`config.mk`:
```
export PLATFORM = sky130hd
export DESIGN_NAME = single_source_shortest_path
export DESIGN_NICKNAME = d
export VERILOG_FILES = /design/src/design/sssp_pkg.sv /design/src/design/single_source_shortest_path.sv /design/src/design/sssp_engine.sv
export SDC_FILE = /design/constraint.sdc
export NUM_CORES = 2
export LEC_CHECK = 0
export ABC_CLOCK_PERIOD_IN_PS = 11800
export BUFFER_PORTS_ARGS = -buffer_cell sky130_fd_sc_hd__buf_2
export CORE_MARGIN = 1
export CORE_UTILIZATION = 60
export CTS_CLUSTER_DIAMETER = 30
export DETAILED_ROUTE_END_ITERATION = 8
export HOLD_SLACK_MARGIN = 0.1
export PLACE_DENSITY = 0.74
export SLEW_MARGIN = 5
export SYNTH_ARGS = -nofsm -noshare
export SYNTH_HDL_FRONTEND = slang
export SYNTH_MEMORY_MAX_BITS = 65536
export SYNTH_SLANG_ARGS = --single-unit
```
`constraint.sdc`:
```
create_clock -name clock -period 11.8 [get_ports clock]
set_input_delay 3.54 -clock clock [delete_from_list [all_inputs] [get_ports clock]]
set_output_delay 3.54 -clock clock [all_outputs]
set_load 0.01 [all_outputs]
```
`src/design/sssp_pkg.sv`:
```
// ----------------------------------------------------------------------------
// sssp_pkg: shared constants, types and helpers for the shortest path block
// Sizes of the vertex set, the edge weights and the distances, the packing of
// the stream payloads and the control bundle that goes to the search engine.
// ----------------------------------------------------------------------------
package sssp_pkg;

   localparam int MAX_VERTICES = 16;
   localparam int WEIGHT_BITS  = 16;
   localparam int DIST_BITS    = 24;

   localparam int VIDX_BITS  = $clog2(MAX_VERTICES);
   localparam int VCNT_BITS  = $clog2(MAX_VERTICES + 1);
   localparam int CADDR_BITS = 2 * VIDX_BITS;
   localparam int SUM_BITS   = ((WEIGHT_BITS > DIST_BITS) ? WEIGHT_BITS : DIST_BITS) + 1;

   localparam logic [WEIGHT_BITS-1:0] W_NONE = '1;
   localparam logic [DIST_BITS-1:0]   D_NONE = '1;
   localparam logic [DIST_BITS-1:0]   D_SAT  = D_NONE - DIST_BITS'(1);

   // stream payload packing
   localparam int REQ_FIELD_BITS = 2 * VIDX_BITS + WEIGHT_BITS;
   localparam int REQ_TDATA_BITS = ((REQ_FIELD_BITS + 7) / 8) * 8;
   localparam int RSP_FIELD_BITS = VIDX_BITS + DIST_BITS + 1;
   localparam int RSP_TDATA_BITS = ((RSP_FIELD_BITS + 7) / 8) * 8;

   // item kinds
   localparam logic OP_LOAD = 1'b0;
   localparam logic OP_RUN  = 1'b1;

   // register indexes
   localparam int   CSR_INDEX_BITS = 1;
   localparam logic [CSR_INDEX_BITS-1:0] CSR_SOURCE = 1'b0;
   localparam logic [CSR_INDEX_BITS-1:0] CSR_COUNT  = 1'b1;

   typedef struct packed {
      logic                 start;
      logic [VIDX_BITS-1:0] src;
      logic [VCNT_BITS-1:0] count;
      logic                 rd_en;
      logic [VIDX_BITS-1:0] rd_idx;
   } eng_ctl_type;

   function automatic logic [DIST_BITS-1:0] sat_dist(input logic [SUM_BITS-1:0] value);
      logic [DIST_BITS-1:0] result;
      if (value > SUM_BITS'(D_SAT)) begin
         result = D_SAT;
      end else begin
         result = value[DIST_BITS-1:0];
      end
      return result;
   endfunction

endpackage

```
`src/design/single_source_shortest_path.sv`:
```
// ----------------------------------------------------------------------------
// single_source_shortest_path: dense matrix shortest path search
// Input stream: req_tuser selects the item kind. A load item writes one edge
// weight of the cost matrix and gives no result. A run item with no readout
// pending latches source and vertex count (n), runs the search and returns
// the distance of vertex 0. Each further run item returns the next vertex
// until the one marked with rsp_tlast; the run item after that starts a new
// search.
// A search loads the initial row, then runs up to n-1 rounds (minimum
// scan, pick, relax), each walking the distance memory one entry per
// cycle; after it the result of vertex 0 passes the memory read and the
// output register.
// A readout item goes through three steps: accept, memory read, output register.
// req_tready is high whenever no item is in work; a load is taken while a
// result waits in the output register, a run item waits there until the
// receiver takes the earlier result. Stalls of rsp_tready hold the result.
// Reset clears the registers (source 0, count 16), the readout and the
// settled flags; the cost matrix is undefined until loaded.
// ----------------------------------------------------------------------------
module single_source_shortest_path (
   input  logic                                    clock,
   input  logic                                    reset,
   input  logic                                    req_tvalid,
   output logic                                    req_tready,
   // from_vertex, to_vertex, weight
   input  logic [sssp_pkg::REQ_TDATA_BITS-1:0]     req_tdata,
   // op
   input  logic                                    req_tuser,
   output logic                                    rsp_tvalid,
   input  logic                                    rsp_tready,
   // vertex, distance, reachable, zero fill
   output logic [sssp_pkg::RSP_TDATA_BITS-1:0]     rsp_tdata,
   output logic                                    rsp_tlast,
   input  logic                                    csr_we,
   input  logic [sssp_pkg::CSR_INDEX_BITS-1:0]     csr_index,
   input  logic [sssp_pkg::VCNT_BITS-1:0]          csr_wdata
);

   localparam logic [1:0] T_IDLE   = 2'd0;
   localparam logic [1:0] T_SEARCH = 2'd1;
   localparam logic [1:0] T_READ   = 2'd2;
   localparam logic [1:0] T_EMIT   = 2'd3;

   localparam int VI = sssp_pkg::VIDX_BITS;
   localparam int VC = sssp_pkg::VCNT_BITS;
   localparam int WB = sssp_pkg::WEIGHT_BITS;
   localparam int DB = sssp_pkg::DIST_BITS;

   logic [1:0]    state_ff, state_in;
   logic [VI-1:0] src_ff;
   logic [VC-1:0] count_ff;
   logic          rd_active_ff, rd_active_in;
   logic [VI-1:0] rd_next_ff, rd_next_in;
   logic [VC-1:0] rd_count_ff, rd_count_in;
   logic          rsp_valid_ff, rsp_valid_in;
   logic [sssp_pkg::RSP_TDATA_BITS-1:0] rsp_data_ff, rsp_data_in;
   logic          rsp_last_ff, rsp_last_in;

   logic          accept;
   logic          op;
   logic [VI-1:0] from_vertex;
   logic [VI-1:0] to_vertex;
   logic [WB-1:0] weight;
   logic [VC-1:0] run_count;
   logic          fin;
   logic          reachable;

   sssp_pkg::eng_ctl_type eng_ctl;
   logic                  eng_busy;
   logic [DB-1:0]         eng_rd_data;

   assign req_tready  = state_ff == T_IDLE;
   assign accept      = req_tvalid && req_tready;
   assign op          = req_tuser;
   assign from_vertex = req_tdata[VI-1:0];
   assign to_vertex   = req_tdata[2*VI-1:VI];
   assign weight      = req_tdata[2*VI+WB-1:2*VI];

   assign rsp_tvalid = rsp_valid_ff;
   assign rsp_tdata  = rsp_data_ff;
   assign rsp_tlast  = rsp_last_ff;

   // count out of range: zero acts as one, too large acts as the maximum
   always_comb begin
      if (count_ff == '0) begin
         run_count = VC'(1);
      end else if (count_ff > VC'(sssp_pkg::MAX_VERTICES)) begin
         run_count = VC'(sssp_pkg::MAX_VERTICES);
      end else begin
         run_count = count_ff;
      end
   end

   assign fin       = (VC'(rd_next_ff) + VC'(1)) >= rd_count_ff;
   assign reachable = eng_rd_data != sssp_pkg::D_NONE;

   always_comb begin
      state_in       = state_ff;
      rd_active_in   = rd_active_ff;
      rd_next_in     = rd_next_ff;
      rd_count_in    = rd_count_ff;
      rsp_valid_in   = rsp_valid_ff && !rsp_tready;
      rsp_data_in    = rsp_data_ff;
      rsp_last_in    = rsp_last_ff;
      eng_ctl.start  = 1'b0;
      eng_ctl.src    = src_ff;
      eng_ctl.count  = run_count;
      eng_ctl.rd_en  = 1'b0;
      eng_ctl.rd_idx = rd_next_ff;
      unique case (state_ff)
         T_IDLE: begin
            if (accept && op == sssp_pkg::OP_RUN) begin
               if (rd_active_ff) begin
                  state_in = T_READ;
               end else begin
                  eng_ctl.start = 1'b1;
                  rd_active_in  = 1'b1;
                  rd_next_in    = '0;
                  rd_count_in   = run_count;
                  state_in      = T_SEARCH;
               end
            end
         end
         T_SEARCH: begin
            if (!eng_busy) begin
               state_in = T_READ;
            end
         end
         T_READ: begin
            eng_ctl.rd_en = 1'b1;
            state_in      = T_EMIT;
         end
         T_EMIT: begin
            if (!rsp_valid_ff || rsp_tready) begin
               rsp_valid_in = 1'b1;
               rsp_data_in  = sssp_pkg::RSP_TDATA_BITS'({reachable, eng_rd_data, rd_next_ff});
               rsp_last_in  = fin;
               if (fin) begin
                  rd_active_in = 1'b0;
                  rd_next_in   = '0;
               end else begin
                  rd_next_in = rd_next_ff + VI'(1);
               end
               state_in = T_IDLE;
            end
         end
         default: begin
            state_in = T_IDLE;
         end
      endcase
   end

   always_ff @(posedge clock) begin
      if (reset) begin
         state_ff     <= T_IDLE;
         rd_active_ff <= 1'b0;
         rd_next_ff   <= '0;
         rd_count_ff  <= '0;
         rsp_valid_ff <= 1'b0;
      end else begin
         state_ff     <= state_in;
         rd_active_ff <= rd_active_in;
         rd_next_ff   <= rd_next_in;
         rd_count_ff  <= rd_count_in;
         rsp_valid_ff <= rsp_valid_in;
      end
   end

   always_ff @(posedge clock) begin
      rsp_data_ff <= rsp_data_in;
      rsp_last_ff <= rsp_last_in;
   end

   always_ff @(posedge clock) begin
      if (reset) begin
         src_ff   <= '0;
         count_ff <= VC'(sssp_pkg::MAX_VERTICES);
      end else if (csr_we) begin
         unique case (csr_index)
            sssp_pkg::CSR_SOURCE: src_ff   <= csr_wdata[VI-1:0];
            sssp_pkg::CSR_COUNT:  count_ff <= csr_wdata;
            default: ;
         endcase
      end
   end

   sssp_engine u_engine (
      .clock      (clock),
      .reset      (reset),
      .ctl        (eng_ctl),
      .load_we    (accept && op == sssp_pkg::OP_LOAD),
      .load_addr  ({from_vertex, to_vertex}),
      .load_wdata (weight),
      .busy       (eng_busy),
      .rd_data    (eng_rd_data)
   );

   a_start_when_idle: assert property (@(posedge clock) disable iff (reset)
      eng_ctl.start |-> !eng_busy && !rd_active_ff)
      else $error("search started while busy or reading out");

   a_emit_in_range: assert property (@(posedge clock) disable iff (reset)
      state_ff == T_EMIT |-> VC'(rd_next_ff) < rd_count_ff)
      else $error("readout index beyond the vertex count");

   a_last_ends_readout: assert property (@(posedge clock) disable iff (reset)
      rsp_valid_in && !rsp_valid_ff && rsp_last_in |=> !rd_active_ff)
      else $error("readout still pending after the last result");

endmodule

```
`src/design/sssp_engine.sv`:
```
// ----------------------------------------------------------------------------
// sssp_engine: memory based search sequencer
// Holds the cost matrix and the distance table in synchronous memories and
// walks them one entry a cycle: initial row load, minimum scan, edge relax.
// ----------------------------------------------------------------------------
module sssp_engine (
   input  logic                                 clock,
   input  logic                                 reset,
   input  sssp_pkg::eng_ctl_type                ctl,
   input  logic                                 load_we,
   input  logic [sssp_pkg::CADDR_BITS-1:0]      load_addr,
   input  logic [sssp_pkg::WEIGHT_BITS-1:0]     load_wdata,
   output logic                                 busy,
   output logic [sssp_pkg::DIST_BITS-1:0]       rd_data
);

   localparam logic [2:0] E_IDLE  = 3'd0;
   localparam logic [2:0] E_INIT  = 3'd1;
   localparam logic [2:0] E_SCAN  = 3'd2;
   localparam logic [2:0] E_PICK  = 3'd3;
   localparam logic [2:0] E_RELAX = 3'd4;

   localparam int VI = sssp_pkg::VIDX_BITS;
   localparam int VC = sssp_pkg::VCNT_BITS;
   localparam int DB = sssp_pkg::DIST_BITS;
   localparam int WB = sssp_pkg::WEIGHT_BITS;
   localparam int SB = sssp_pkg::SUM_BITS;
   localparam int NV = sssp_pkg::MAX_VERTICES;

   logic [WB-1:0] cost_mem [NV*NV];
   logic [DB-1:0] dist_mem [NV];

   logic [2:0]    state_ff, state_in;
   logic [VC-1:0] cnt_ff, cnt_in;
   logic [VC-1:0] round_ff, round_in;
   logic [VI-1:0] src_ff, src_in;
   logic [VC-1:0] n_ff, n_in;
   logic [VI-1:0] u_ff, u_in;
   logic [DB-1:0] du_ff, du_in;
   logic [DB-1:0] low_ff, low_in;
   logic          found_ff, found_in;
   logic [NV-1:0] settled_ff, settled_in;

   logic [WB-1:0] cost_rdata_ff;
   logic [DB-1:0] dist_rdata_ff;

   logic                           cost_re;
   logic [sssp_pkg::CADDR_BITS-1:0] cost_raddr;
   logic          dist_re;
   logic [VI-1:0] dist_raddr;
   logic          dist_we;
   logic [VI-1:0] dist_waddr;
   logic [DB-1:0] dist_wdata;

   logic          issue;
   logic          proc;
   logic [VC-1:0] prev_cnt;
   logic [VI-1:0] p_idx;
   logic [VI-1:0] c_idx;
   logic [DB-1:0] relax_sum;
   logic [VC-1:0] round_next;

   assign issue      = cnt_ff < n_ff;
   assign proc       = cnt_ff != '0;
   assign prev_cnt   = cnt_ff - VC'(1);
   assign p_idx      = prev_cnt[VI-1:0];
   assign c_idx      = cnt_ff[VI-1:0];
   assign relax_sum  = sssp_pkg::sat_dist(SB'(du_ff) + SB'(cost_rdata_ff));
   assign round_next = round_ff + VC'(1);
   assign busy       = state_ff != E_IDLE;
   assign rd_data    = dist_rdata_ff;

   always_comb begin
      state_in   = state_ff;
      cnt_in     = cnt_ff;
      round_in   = round_ff;
      src_in     = src_ff;
      n_in       = n_ff;
      u_in       = u_ff;
      du_in      = du_ff;
      low_in     = low_ff;
      found_in   = found_ff;
      settled_in = settled_ff;
      cost_re    = 1'b0;
      cost_raddr = {src_ff, c_idx};
      dist_re    = 1'b0;
      dist_raddr = c_idx;
      dist_we    = 1'b0;
      dist_waddr = p_idx;
      dist_wdata = sssp_pkg::D_NONE;
      unique case (state_ff)
         E_IDLE: begin
            dist_re    = ctl.rd_en;
            dist_raddr = ctl.rd_idx;
            if (ctl.start) begin
               state_in   = E_INIT;
               cnt_in     = '0;
               round_in   = VC'(1);
               src_in     = ctl.src;
               n_in       = ctl.count;
               settled_in = '0;
               if (VC'(ctl.src) < ctl.count) begin
                  settled_in[ctl.src] = 1'b1;
               end
            end
         end
         E_INIT: begin
            // distances start as the source row
            cost_re    = issue;
            cost_raddr = {src_ff, c_idx};
            if (proc) begin
               dist_we = 1'b1;
               if (p_idx == src_ff) begin
                  dist_wdata = '0;
               end else if (cost_rdata_ff == sssp_pkg::W_NONE) begin
                  dist_wdata = sssp_pkg::D_NONE;
               end else begin
                  dist_wdata = sssp_pkg::sat_dist(SB'(cost_rdata_ff));
               end
            end
            cnt_in = cnt_ff + VC'(1);
            if (cnt_ff == n_ff) begin
               cnt_in   = '0;
               low_in   = sssp_pkg::D_NONE;
               found_in = 1'b0;
               state_in = (round_ff < n_ff) ? E_SCAN : E_IDLE;
            end
         end
         E_SCAN: begin
            // strict compare keeps the lowest index on ties
            dist_re    = issue;
            dist_raddr = c_idx;
            if (proc && !settled_ff[p_idx] && dist_rdata_ff < low_ff) begin
               low_in   = dist_rdata_ff;
               u_in     = p_idx;
               found_in = 1'b1;
            end
            cnt_in = cnt_ff + VC'(1);
            if (cnt_ff == n_ff) begin
               state_in = E_PICK;
            end
         end
         E_PICK: begin
            cnt_in = '0;
            if (found_ff) begin
               settled_in[u_ff] = 1'b1;
               du_in            = low_ff;
               state_in         = E_RELAX;
            end else begin
               state_in = E_IDLE;
            end
         end
         E_RELAX: begin
            cost_re    = issue;
            cost_raddr = {u_ff, c_idx};
            dist_re    = issue;
            dist_raddr = c_idx;
            if (proc && !settled_ff[p_idx] && cost_rdata_ff != sssp_pkg::W_NONE &&
                dist_rdata_ff > relax_sum) begin
               dist_we    = 1'b1;
               dist_wdata = relax_sum;
            end
            cnt_in = cnt_ff + VC'(1);
            if (cnt_ff == n_ff) begin
               cnt_in   = '0;
               round_in = round_next;
               low_in   = sssp_pkg::D_NONE;
               found_in = 1'b0;
               state_in = (round_next < n_ff) ? E_SCAN : E_IDLE;
            end
         end
         default: begin
            state_in = E_IDLE;
         end
      endcase
   end

   always_ff @(posedge clock) begin
      if (reset) begin
         state_ff   <= E_IDLE;
         cnt_ff     <= '0;
         round_ff   <= '0;
         found_ff   <= 1'b0;
         settled_ff <= '0;
      end else begin
         state_ff   <= state_in;
         cnt_ff     <= cnt_in;
         round_ff   <= round_in;
         found_ff   <= found_in;
         settled_ff <= settled_in;
      end
   end

   always_ff @(posedge clock) begin
      src_ff <= src_in;
      n_ff   <= n_in;
      u_ff   <= u_in;
      du_ff  <= du_in;
      low_ff <= low_in;
   end

   // cost matrix: written by load transfers, read by the sequencer
   always_ff @(posedge clock) begin
      if (load_we) begin
         cost_mem[load_addr] <= load_wdata;
      end
      if (cost_re) begin
         cost_rdata_ff <= cost_mem[cost_raddr];
      end
   end

   // distance table: each phase drains before the next one reads
   always_ff @(posedge clock) begin
      if (dist_we) begin
         dist_mem[dist_waddr] <= dist_wdata;
      end
      if (dist_re) begin
         dist_rdata_ff <= dist_mem[dist_raddr];
      end
   end

   a_relax_from_settled: assert property (@(posedge clock) disable iff (reset)
      state_ff == E_RELAX |-> settled_ff[u_ff])
      else $error("relax from a vertex that is not settled");

   a_no_same_entry: assert property (@(posedge clock) disable iff (reset)
      dist_we && dist_re |-> dist_waddr != dist_raddr)
      else $error("distance read and write hit the same entry");

   a_readout_when_idle: assert property (@(posedge clock) disable iff (reset)
      ctl.rd_en |-> state_ff == E_IDLE && !ctl.start)
      else $error("distance readout during a search");

   a_round_bound: assert property (@(posedge clock) disable iff (reset)
      state_ff == E_SCAN |-> round_ff < n_ff)
      else $error("scan beyond the last round");

   a_no_load_in_search: assert property (@(posedge clock) disable iff (reset)
      load_we |-> state_ff == E_IDLE)
      else $error("cost load while the search runs");

endmodule

```
Word-level counts from Yosys, hierarchy flattened
Memory sizes are Yosys's and may differ from the RTL's. A register that Yosys moved wholly into a read port is not among the register bits.
Cells that the tools add are included.
{ "word_totals": {"rom_bits": 0, "out_inout_bits": 35, "ramBits": 4480, "input_bits": 36, "ff_bits": 143, "n_memories": 2, "latch_bits": 0} }
{ "classes": {"n_reduce_logical": 41, "div_mod_pow": 0, "n_eq_ne": 24, "order_cmp": 14, "n_mux": 69, "addsub": 6, "n_bitwise": 4, "mul": 0, "n_shift": 0} }
{ "mem_list": {"columns": ["name", "depth", "word_bits", "rd", "rd_clocked_by_memory_dff", "wr", "line", "text"], "rows": [
  ["u_engine.cost_mem", 256, 16, 1, 1, 1, "sssp_engine.sv:30", "logic [WB-1:0] cost_mem [NV*NV];"],
  ["u_engine.dist_mem", 16, 24, 1, 1, 1, "sssp_engine.sv:31", "logic [DB-1:0] dist_mem [NV];"]
]} }
{ "ops": {"columns": ["operator", "count"], "rows": [
  ["$mux W24", 7],
  ["$pmux W24 S2", 2],
  ["$mux W16", 3],
  ["$pmux W16 S2", 1],
  ["$mux W5", 6],
  ["$add A24 B16 Y25", 1],
  ["$gt A25 B24 Y1 const B", 1],
  ["$gt A24 B24 Y1", 1],
  ["$lt A24 B24 Y1", 1],
  ["$ne A24 B24 Y1 const B", 1],
  ["$mux W1", 21],
  ["$mux W4", 5],
  ["$pmux W5 S4", 1],
  ["$eq A16 B16 Y1 const B", 1],
  ["$ne A16 B16 Y1 const B", 1],
  ["$or A16 B16 Y16", 1],
  ["$lt A4 B5 Y1 const B", 3],
  ["$lt A5 B5 Y1", 3],
  ["$mux W3", 5],
  ["$pmux W3 S5", 1],
  ["$reduce_and A3 Y1", 5],
  ["$ne A2 B1 Y1 const B", 7],
  ["$reduce_and A2 Y1", 7],
  ["$mux W2", 6],
  ["36 further kinds", 67]
]} }

Depth between registers and ports, before layout
{ "logic_depth": {"word_depth": 11, "ltp_mapped": 21} }

Cells and area by module
A second synthesis with hierarchy kept.
{ "unflattened": {"hier_cells": 8116, "area_unflattened_um2": 182005.8} }
{ "modules_own_cells": {"columns": ["mod", "n_inst", "area_each_um2", "cells_each", "seq_area_each_um2"], "rows": [
  ["sssp_engine", 1, 179846.2, 7933, 138162.5],
  ["single_source_shortest_path", 1, 2159.6, 183, 1341.3]
]} }

Worst setup path before layout
OpenSTA, ideal clock, no wires.
{ "synth_timing": {"path_kind": "register to register", "start": "reg u_engine.cost_rdata_ff[0] (read register of u_engine.cost_mem)", "end": "mem u_engine.dist_mem[0][0] in the netlist's numbering (enable)", "arrival_time_ns": 5.809, "path_slack_ns": 5.556, "path_stages_with_launch": 21, "n_path_buf": 2, "period_less_slack_ns": 6.244, "cell_sequence": "edfxtp_1 -> ha_1 -> inv_1 -> fa_1 -> nand2b_1 -> a21oi_1 -> nand2_1 -> a211oi_1 -> o2111a_1 -> clkbuf_1 -> nor2_1 -> ha_1 -> nand4_1 -> nor4_1 -> o211ai_1 -> o211a_1 -> a21oi_1 -> o311a_1 -> nor2_1 -> buf_2 -> nor3_1"} }
{ "synth_via": {"elab_chain_len": 9} }
{ "synth_rtl": {"columns": ["item", "line", "text"], "rows": [
  ["start, declared", "sssp_engine.sv:44", "logic [WB-1:0] cost_rdata_ff;"],
  ["$add A24 B16 Y25", "sssp_engine.sv:68", "assign relax_sum = sssp_pkg::sat_dist(SB'(du_ff) + SB'(cost_rdata_ff));"],
  ["$gt A25 B24 Y1", "sssp_pkg.sv:46", "if (value > SUM_BITS'(D_SAT)) begin"],
  ["$mux W24", "sssp_pkg.sv:46", null],
  ["$gt A24 B24 Y1", "sssp_engine.sv:159", "dist_rdata_ff > relax_sum) begin"],
  ["$logic_and A1 B1 Y1 (*)", "sssp_engine.sv:158", "if (proc && !settled_ff[p_idx] && cost_rdata_ff != sssp_pkg::W_NONE &&"],
  ["$mux W1 (*)", "sssp_engine.sv:158", null],
  ["$pmux W1 S2 (*)", "sssp_engine.sv:91", "unique case (state_ff)"],
  ["$mux W1 (*)", "sssp_engine.sv:214", "if (dist_we) begin"],
  ["$mux W1 (not written as such) (*)", "sssp_engine.sv:215", "dist_mem[dist_waddr] <= dist_wdata;"],
  ["end, declared", "sssp_engine.sv:31", null]
]} }
Mark *: on every way between the ends. The rest lies on a longest branch, timed or not.

Final worst setup path
{ "layout_timing": {"start": "reg u_engine.cnt_ff[0]", "end": "reg u_engine.cost_rdata_ff[3] (read register of u_engine.cost_mem) (data pin)"} }
{ "layout_via": {"elab_chain_len": 2} }
{ "layout_rtl": {"columns": ["item", "line", "text"], "rows": [
  ["start, declared", "sssp_engine.sv:34", "logic [VC-1:0] cnt_ff, cnt_in;"],
  ["start signal, assigned", "sssp_engine.sv:187", "cnt_ff <= cnt_in;"],
  ["$lt A5 B5 Y1", "sssp_engine.sv:63", "assign issue = cnt_ff < n_ff;"],
  ["$mux W1", "sssp_engine.sv:91", null]
]} }
Several ways; a longest one is shown, not always the timed one.
A chain may end at the register's enable or synchronous reset.

==> results.json <==
{
  "yosys.area.top_type": "edfxtp_1",
  "wire_per_inst_um": 36.0,
  "post_synth_and_or_nand_nor_area_fraction_pct": 2.79,
  "worstReg2RegEnd": "u_engine.cost_rdata_ff[3]",
  "fin_tns_setup_ns": 0,
  "cts_tree": "done",
  "clk_pin_slew_ns": 0.06,
  "cts_resized": 0,
  "gp_congestion": 0.939,
  "htree_levels": 6,
  "synthArstFlopShare_pct": 0,
  "pin_count": 71,
  "synth_top_family_by_area": "multiplexers",
  "cts.hold.buffers_added": 0,
  "cap_viol_max_count": 0,
  "drtIter0Drc": 15200,
  "status": "completed",
  "final_util_pct": 70.9,
  "finClkSkew_ns": 0.0746,
  "clock_path_buffers": 4,
  "ff_latch_area_mm2": 0.140,
  "layout.filler_cells": 16500,
  "period_needed_ns": 7.12,
  "synth.yosys.seq_area_share_pct": 76.6,
  "p_leak_nw": 67.8,
  "synthAdderAreaFrac_pct": 0.671,
  "finalHoldViolCount": 0,
  "synth_cell_types": 68,
  "dieWidth_um": 553,
  "root_buffer": "clkbuf_16",
  "cts_num_sinks": 4663,
  "synth_edf_count": 4611,
  "yosysMostFrequentCell": "edfxtp_1",
  "synth-compound-area-share_pct": 1.33,
  "worst_slew_pin_slew_ns": 1.40,
  "synth-warning-count": 0,
  "syn_area_mm2": 0.182,
  "finalPower_w": 0.0434,
  "synth.area.top_cells": "edfxtp_1 (76%), mux4_2 (17%), nand2_1 (0.93%)",
  "worstPathArrival_ns": 7.91,
  "cp_max_fo": 48,
  "clk-insertion-delay-late_ns": 1.05,
  "drv_slew": 0,
  "ir_drop_mv": 0.164,
  "power_frac_comb_pct": 8.8,
  "required_ns": 12.58,
  "worstHoldPathType": "reg -> reg",
  "yosysTopAreaCellShare_pct": 76.0,
  "critPathLaunchType": "flop",
  "crit_type": "reg -> reg",
  "synthTopCellsByCount": "edfxtp_1 (4,611), mux4_2 (1,380), nand2_1 (453), nor2_1 (354), clkbuf_1 (246)",
  "antenna_found_initial": 22,
  "critPathCaptureType": "flop",
  "postRouteAntennaNets": 0,
  "syn-instance-count": 8221,
  "reg2regPathDepth": 11,
  "postCtsSetupBuffers": 0,
  "route.detailed.drc": 0,
  "routed_wl_um": 487000,
  "fin_crit_sh_pct": 60.4,
  "rsz0062_at_grt": "false",
  "multi_input_area_mm2": 0.0406,
  "grt_pass1_wl_um": 697000,
  "avgSynthCellArea_um2": 22.1,
  "crit_start": "u_engine.cnt_ff[0]",
  "ys_seq_elements": 4663,
  "clockPowerShare_pct": 48.6,
  "nNetsFinal": 9070,
  "setup_viol": 0,
  "vias": 94400,
  "drtPass1Iterations": 6,
  "grt_overflow_total": 0,
  "synth_xor_area_share_pct": 0.129,
  "core_area_mm2": 0.301,
  "fp.dieH_um": 553,
  "r2r_setup_slack_ns": 4.68,
  "vias_per_cell": 6.99,
  "slew_headroom_pct": 6.28,
  "grt.total_usage_pct": 32.0,
  "hpwl_um": 253000,
  "numCtsBuffers": 707,
  "rr_startpoint": "u_engine.cnt_ff[0]",
  "initial_core_util_pct": 60.5,
  "power_per_cell_area_mw_per_mm2": 203,
  "area_growth_pct": 17.0,
  "seqPwrFrac_pct": 42.6,
  "netSwitchingFraction_pct": 24.1,
  "num_rows": 201,
  "max_freq_mhz": 140,
  "grt_max_degree": 173,
  "grt_pass1_vias": 95600,
  "cp-endpoint": "u_engine.cost_rdata_ff[3]",
  "dieArea_mm2": 0.306,
  "dominantRegCellSynth": "edfxtp_1",
  "synthMuxAreaShare_pct": 17.2,
  "p_int_w": 0.0329,
  "drive_above_1_share_pct": 32.7,
  "io_buffers": 67,
  "switching_power_w": 0.0105
}
-- power groups by stage --
stage          combinational, W  sequential [W]  clock (W)
6_report                0.00382          0.0185     0.0211
5_1_grt                 0.00401          0.0185     0.0219
4_1_cts                 0.00381          0.0185     0.0212
3_5_place_dp            0.00373          0.0188          0
3_3_place_gp            0.00367          0.0188          0
2_1_floorplan           0.00255          0.0187          0
-- area by class of cell --
class	count	area share, %
diodes	11	0.0129
flip-flops and latches	4663	65.5
clock buffers	772	8.48
repair buffers	454	1.66
multi-input cells	3046	19.0
inverters	65	0.114
clock inverters	541	2.91
well taps	3958	2.32
-- registers in the layout (all words and copies together) (netlist names), 2 cells and up --
| register | flops |
|---|---|
| count_ff | 5 |
| state_ff | 2 |
| u_engine.cost_rdata_ff | 16 |
| src_ff | 4 |
| u_engine.cnt_ff | 5 |
| u_engine.round_ff | 5 |
| rsp_tdata | 29 |
| u_engine.src_ff | 4 |
| u_engine.du_ff | 24 |
| rd_count_ff | 5 |
| u_engine.u_ff | 4 |
| u_engine.low_ff | 24 |
| u_engine.cost_mem | 4096 |
| u_engine.dist_mem | 384 |
| rd_next_ff | 4 |
| u_engine.n_ff | 5 |
| u_engine.settled_ff | 16 |
| u_engine.rd_data | 24 |
| u_engine.state_ff | 3 |
-- metrics by stage --
step	cells	hold WS (ns)	instance area, um2	setup WS, ns
global route	13500	0.442	213000	4.21
floorplan	8223	0.426	182000	5.56
global placement	12200	0.429	189000	4.44
finish	13500	0.434	213000	4.68
CTS	13500	0.438	213000	4.62
detailed placement	12200	0.435	189000	4.42
-- worst min-delay path by stage --
stage | cells after the start | start | to
global route | 0 | u_engine.low_ff[21] | u_engine.du_ff[21]
floorplan | 0 | u_engine.low_ff[10] | u_engine.du_ff[10]
finish | 0 | u_engine.low_ff[21] | u_engine.du_ff[21]
CTS | 0 | u_engine.low_ff[15] | u_engine.du_ff[15]
detailed placement | 0 | u_engine.low_ff[15] | u_engine.du_ff[15]
global placement | 0 | u_engine.low_ff[5] | u_engine.du_ff[5]
-- worst max-delay path, stage by stage (launching register included) --
cell     delay, ns
dfxtp_4       0.94
buf_4         0.69
buf_4         0.76
buf_4         0.71
buf_4         0.79
mux4_2        0.63
mux4_2        0.49
nand2_1       0.09
nand3_1       0.18
nand2_1       0.41
o22ai_1       0.50
a221o_1       0.46
-- logic make-up (layout without fill, tap and decap cells) --
| logic type | after synthesis | in the layout |
|---|---|---|
| buf+inv | 514 | 1832 |
| mux | 1405 | 1405 |
| compound gates | 356 | 356 |
| other cells | 1 | 14 |
| simple gates | 1159 | 1159 |
| fa+ha+maj | 97 | 97 |
| flops | 4663 | 4663 |
| xor+xnor | 26 | 26 |
-- metal layers --
| layer | routed length (um) | vias to the layer above | part of all wire (%) | GRT usage [%] |
|---|---|---|---|---|
| met4 | 20700 | 16 | 4.3 | 12.7 |
| met5 | 93 | - | 0.019 | 0 |
| met2 | 233000 | 7599 | 48 | 49.9 |
| met1 | 174000 | 49400 | 36 | 44.5 |
| met3 | 58300 | 1129 | 12 | 7.37 |
| li1 | - | 36200 | - | - |
-- placed cells by master, fill, tap and decap left out, types with 62 or more instances in the layout --
master and n:
clkinv_1 73, clkinvlp_4 81, clkbuf_16 713, nand3_1 99
clkinv_2 108, inv_1 62, a21oi_1 65, inv_6 87
nand2_1 439, ha_1 96, buf_4 374, bufinv_16 75
a31oi_1 70, nor2_1 340, edfxtp_1 4611, mux4_2 1380
Note: power is estimated with default switching activity, not from simulation.
